==> config.mk <==
export PLATFORM = sky130hd
export DESIGN_NAME = signed_int_to_decimal_ascii_core
export DESIGN_NICKNAME = d
export VERILOG_FILES = /design/src/s2d_pkg.sv /design/src/s2d_bcd_step.sv /design/src/signed_int_to_decimal_ascii_core.sv
export SDC_FILE = /design/constraint.sdc
export NUM_CORES = 1
export LEC_CHECK = 0
export ABC_AREA = 1
export BUFFER_PORTS_ARGS = -buffer_cell sky130_fd_sc_hd__buf_2
export CORE_AREA = 2 2 89 134
export DETAILED_ROUTE_END_ITERATION = 10
export DIE_AREA = 0 0 91 136
export GPL_ROUTABILITY_DRIVEN = 0
export PLACE_DENSITY = 0.85
export SLEW_MARGIN = 20
export SYNTH_ARGS = -nofsm -noshare
export SYNTH_HDL_FRONTEND = slang
export SYNTH_HIERARCHICAL = 1
export SYNTH_SLANG_ARGS = --single-unit
==> constraint.sdc <==
create_clock -name clk -period 4.66 [get_ports clk]
set_clock_uncertainty 0.15 [all_clocks]
set_input_delay 0.233 -clock clk [delete_from_list [all_inputs] [get_ports clk]]
set_output_delay 0.233 -clock clk [all_outputs]
set_load 0.01 [all_outputs]
==> src/s2d_pkg.sv <==
`timescale 1ns / 1ps
`default_nettype none
// ----------------------------------------------------------------------------
// s2d_pkg
// Shared types and constants for the signed integer to decimal ASCII core.
// ----------------------------------------------------------------------------
package s2d_pkg;

	localparam int VALUE_W    = 32;
	localparam int NUM_DIGITS = 10;
	localparam int DIGIT_W    = 4;
	localparam int BCD_W      = NUM_DIGITS * DIGIT_W;
	localparam int CHAR_W     = 6;

	localparam logic [CHAR_W-1:0] CHAR_MINUS = 6'd45;
	localparam logic [CHAR_W-1:0] CHAR_ZERO  = 6'd48;

	typedef logic [VALUE_W-1:0] mag_t;
	typedef logic [BCD_W-1:0]   bcd_t;
	typedef logic [DIGIT_W-1:0] digit_t;
	typedef logic [CHAR_W-1:0]  char_t;

endpackage
`default_nettype wire

==> src/s2d_bcd_step.sv <==
`timescale 1ns / 1ps
`default_nettype none
// ----------------------------------------------------------------------------
// s2d_bcd_step
// One shift-and-add-3 step: corrects every bcd digit of five or more by
// adding three, then shifts the bcd word left by one taking in a new bit.
// ----------------------------------------------------------------------------
module s2d_bcd_step (
	input  wire s2d_pkg::bcd_t bcd_in,
	input  wire                bit_in,
	output s2d_pkg::bcd_t      bcd_out
);
	import s2d_pkg::*;

	bcd_t adj;

	always_comb begin
		for (int i = 0; i < NUM_DIGITS; i++) begin
			if (bcd_in[i*DIGIT_W +: DIGIT_W] >= 4'd5) begin
				adj[i*DIGIT_W +: DIGIT_W] = bcd_in[i*DIGIT_W +: DIGIT_W] + 4'd3;
			end else begin
				adj[i*DIGIT_W +: DIGIT_W] = bcd_in[i*DIGIT_W +: DIGIT_W];
			end
		end
	end

	assign bcd_out = {adj[BCD_W-2:0], bit_in};

endmodule
`default_nettype wire

==> src/signed_int_to_decimal_ascii_core.sv <==
`timescale 1ns / 1ps
`default_nettype none
// ----------------------------------------------------------------------------
// signed_int_to_decimal_ascii_core
// Prints a signed 32-bit integer as decimal ASCII, one character per word.
// ----------------------------------------------------------------------------
// One number is taken at a time. After accept the magnitude is converted to
// ten bcd digits by a shared shift-and-add-3 step over its 32 bits, leading
// zero digits are then dropped at one per cycle (up to nine), and the sign
// and digits leave one per cycle while char_stall is low, most significant
// first, with last_char set on the final one. The input stalls until the
// last character has been loaded into the output register.
// ----------------------------------------------------------------------------
module signed_int_to_decimal_ascii_core (
	input  wire                  clk,
	input  wire                  arst_n,
	input  wire  signed [31:0]   value,
	input  wire                  value_valid,
	output logic                 value_stall,
	output s2d_pkg::char_t       ascii_char,
	output logic                 last_char,
	output logic                 char_valid,
	input  wire                  char_stall
);
	import s2d_pkg::*;

	localparam logic [2:0] ST_IDLE = 3'd0;
	localparam logic [2:0] ST_CONV = 3'd1;
	localparam logic [2:0] ST_SKIP = 3'd2;
	localparam logic [2:0] ST_SIGN = 3'd3;
	localparam logic [2:0] ST_EMIT = 3'd4;

	logic [2:0] state_q;
	logic [4:0] bitcnt_q;
	logic [3:0] cnt_q;
	logic       neg_q;
	mag_t       bin_q;
	bcd_t       bcd_q;
	bcd_t       bcd_next;
	char_t      char_q;
	logic       last_q;
	logic       out_valid_q;
	logic       slot_free;
	logic       load_char;
	digit_t     top_digit;

	s2d_bcd_step u_step (
		.bcd_in  (bcd_q),
		.bit_in  (bin_q[VALUE_W-1]),
		.bcd_out (bcd_next)
	);

	assign top_digit   = bcd_q[BCD_W-1 -: DIGIT_W];
	assign slot_free   = !out_valid_q || !char_stall;
	assign load_char   = slot_free && (state_q == ST_SIGN || state_q == ST_EMIT);
	assign value_stall = (state_q != ST_IDLE);
	assign ascii_char  = char_q;
	assign last_char   = last_q;
	assign char_valid  = out_valid_q;

	always_ff @(posedge clk or negedge arst_n) begin
		if (!arst_n) begin
			state_q     <= ST_IDLE;
			out_valid_q <= 1'b0;
			bitcnt_q    <= '0;
			cnt_q       <= '0;
		end else begin
			if (load_char) begin
				out_valid_q <= 1'b1;
			end else if (out_valid_q && !char_stall) begin
				out_valid_q <= 1'b0;
			end
			unique case (state_q)
				ST_IDLE: begin
					if (value_valid) begin
						neg_q    <= value[VALUE_W-1];
						bin_q    <= value[VALUE_W-1] ? (mag_t'(0) - mag_t'(value))
						                             : mag_t'(value);
						bcd_q    <= '0;
						bitcnt_q <= '0;
						state_q  <= ST_CONV;
					end
				end
				ST_CONV: begin
					bcd_q    <= bcd_next;
					bin_q    <= {bin_q[VALUE_W-2:0], 1'b0};
					bitcnt_q <= bitcnt_q + 5'd1;
					if (bitcnt_q == 5'd31) begin
						cnt_q   <= 4'(NUM_DIGITS);
						state_q <= ST_SKIP;
					end
				end
				ST_SKIP: begin
					if (top_digit == 4'd0 && cnt_q > 4'd1) begin
						bcd_q <= {bcd_q[BCD_W-DIGIT_W-1:0], {DIGIT_W{1'b0}}};
						cnt_q <= cnt_q - 4'd1;
					end else begin
						state_q <= neg_q ? ST_SIGN : ST_EMIT;
					end
				end
				ST_SIGN: begin
					if (slot_free) begin
						char_q      <= CHAR_MINUS;
						last_q      <= 1'b0;
						state_q     <= ST_EMIT;
					end
				end
				ST_EMIT: begin
					if (slot_free) begin
						char_q      <= CHAR_ZERO + char_t'(top_digit);
						last_q      <= (cnt_q == 4'd1);
						bcd_q       <= {bcd_q[BCD_W-DIGIT_W-1:0], {DIGIT_W{1'b0}}};
						cnt_q       <= cnt_q - 4'd1;
						if (cnt_q == 4'd1) begin
							state_q <= ST_IDLE;
						end
					end
				end
				default: begin
					state_q <= ST_IDLE;
				end
			endcase
		end
	end

endmodule
`default_nettype wire

==> run summary <==
Status: complete, no violations
Syn Area/Cell: 8.02 µm²
Post-CTS resize count: 0
Skew-Pair Late Insertion Delay: 0.34 ns
Antenna diode count: 0
Crit start category: flip-flop
Largest family of logic cells by synthesized area: simple AND/OR/NAND/NOR gates
Worst Path Max Fanout: 83
Number of synthesized register bits: 92
Synth area leaders: edfxtp_1 (39%), nand2_1 (14%), nand3_1 (6.0%)
Most common cell on crit path: nand2_1
Die Area: 12400 µm²
CP arrival: 2.45 ns
Final net count: 858
Global Route Usage Sum: 20.8%
CTS tree: built
Met3 wire length: 422 µm
Fmax: 430 MHz
Initial Util: 54.0%
RSZ-0062 raised after global routing: no
HPWL Detailed: 8860 µm
Post-synth top area share: 38.9%
Post-Synth Adder-Cell Area: 5.13%
Syn Std Cell Area: 6090 µm²
Post-DRT Antenna Nets: 0
Total gr overflow: 0
Clock root buffer master: clkbuf_16
CP max stage delay: 0.66 ns
Vias: 5103
Pleak: 3.08 nW
Share of cells above drive strength 1: 12.2%
Top post-synthesis cells by count: nand2_1 (222), inv_1 (86), edfxtp_1 (79), nand3_1 (73), nor2_1 (62)
Crit path capture type: flip-flop
Largest net degree at the start of global routing: 84
Clock transition at path regs: 0.06 ns
Vias in the first global route: 4840
Max IR drop VDD: 0.285 mV
CTS buffer count: 9
I/O Pins: 45
Routed length on met2: 6480 µm
Gate count after technology mapping: 760
Max cap viols: 0
Sequence of cells on the critical path: nor3_4, buf_4, nand2_1, nand2_1, inv_2, nand2_1, nand2_1, nand2_1
Max H-tree Level: 3
EDFF count, synth: 79
Uppermost layer routed: met4
Slew @ Worst Pin: 0.821 ns
Routed len/inst: 12.8 µm
Initial antenna violation count: 0
Rel. slew slack: 45.2%
Die H: 136 µm
P per Cell Area: 654 nW/µm²
Final critical-path share of the clock period: 49.9%
Hold Crit Class: in -> reg
Crit path time final: 2.33 ns
Detailed-route DRC error count: 0
CP Class: reg -> reg
Via density per instance: 5.36
Initial drt markers: 305
Core area: 11300 µm²
Compound-Gate Fraction of Synth Area: 13.0%
P&R area growth vs syn: 10.1%
Fin. max-slew vios: 0
Synth Area in XOR/XNOR: 1.72%
Async set or reset register ratio after synthesis: 14.1%
Final hold slack: 0.0112 ns
First-pass GRT wire length: 21100 µm
Design Power: 4.39 mW
Top_reg_cell synth: edfxtp_1
CTS Sinks: 92
Most frequent cell after synthesis: nand2_1
Mux share of post-synthesis cell area: 0%
Synthesis Warnings: 6
Register area share after synthesis: 44.3%
CTS max path bufs: 2
Final core utilization: 59.5%
Post-Route WL: 12200 µm
Count of input and output buffers: 43
Die width: 91 µm
Crit-path slowest cell: buf_4
Synth cell types: 39
Simple-gate area share of the yosys netlist: 27.3%
# rows: 48
Worst endpoint required time: 4.78 ns
Syn Nets: 821
Post-CTS Setup Inserts: 0
Final setup fails: 0
Area leader, netlist: edfxtp_1
Final hold viol count: 0
M1 WL: 5050 µm
Post-route setup TNS: 0 ns
DRT Pass-1 Iters: 4
==> registers in the layout, indices dropped and copies added, names as in the netlist <==
register    cells
ascii_char      5
bcd_q          40
neg_q           1
cnt_q           4
char_valid      1
bin_q          32
bitcnt_q        5
state_q         3
last_char       1
==> stage by stage <==
stage               area (µm²)  cells  setup WS (ns)
finish                    6710    952           2.33
global route              6710    952           2.18
CTS                       6710    952           2.36
detailed placement        6400    935           2.41
global placement          6400    935           2.47
floorplan                 6090    760          0.129
==> final timing paths <==
check,to,cells after the start,startpoint,slack (ns)
hold / removal,char_valid,3,char_stall,0.01
min in group asynchronous,bitcnt_q[0],2,arst_n,0.18
setup reg to reg,cnt_q[3],8,state_q[2],2.33
hold reg to reg,bitcnt_q[0],1,bitcnt_q[0],0.35
setup / recovery,cnt_q[3],8,state_q[2],2.33
max in group asynchronous,bitcnt_q[2],2,arst_n,3.91
==> cells by family (layout without fill, tap and decap cells) <==
kind of cell    Yosys count  count (layout)
other cells               1               1
compound gates          121             121
flops                    92              92
simple gates            388             388
fa+ha+maj                25              25
buf+inv                 121             163
xor+xnor                 12              12
==> cell type report <==
class,count,area (µm²)
Clock inverter,4,47.5
Fill cell,1038,4580
Clock buffer,12,256
Multi-Input combinational cell,547,2900
Sequential cell,92,2700
Tap cell,150,188
Timing Repair Buffer,48,255
Inverter,99,372
==> critical path: cells and delay by family (launching register included) <==
family	cells	cell delay (ns)
flops	1	0.52
buf+inv	2	0.72
simple gates	6	0.85
==> repair_timing <==
item	CTS	global route
endpoints found under the hold margin	13	0
setup endpoints to repair	0	0
hold buffers	1	0
==> placed cells by master, fill, tap and decap left out, types with 7 or more instances in the layout <==
cell type,instances
a22o_1,36
a21oi_1,18
buf_2,43
nand4_1,7
ha_1,25
o21ai_1,17
o21ai_2,9
clkbuf_16,9
xor2_1,10
inv_2,13
nand2_1,222
o21ai_0,33
inv_1,86
nand3_1,73
nor2_1,62
edfxtp_1,79
dfrtp_1,13
==> routing by layer <==
metal / up-vias / global-route usage, %
met3: 17 / 2.72
met1: 2363 / 23.8
li1: 2604 / -
met4: 0 / 8.25
met2: 119 / 38.9
met5: - / 0
==> power breakdown <==
| part | internal (mW) | switching (mW) |
|---|---|---|
| Clock | 0.443 | 0.285 |
| Combinational | 0.726 | 1.24 |
| Sequential | 1.40 | 0.301 |
| Total | 2.57 | 1.82 |
No activity file was read; power rests on OpenSTA's default activity.
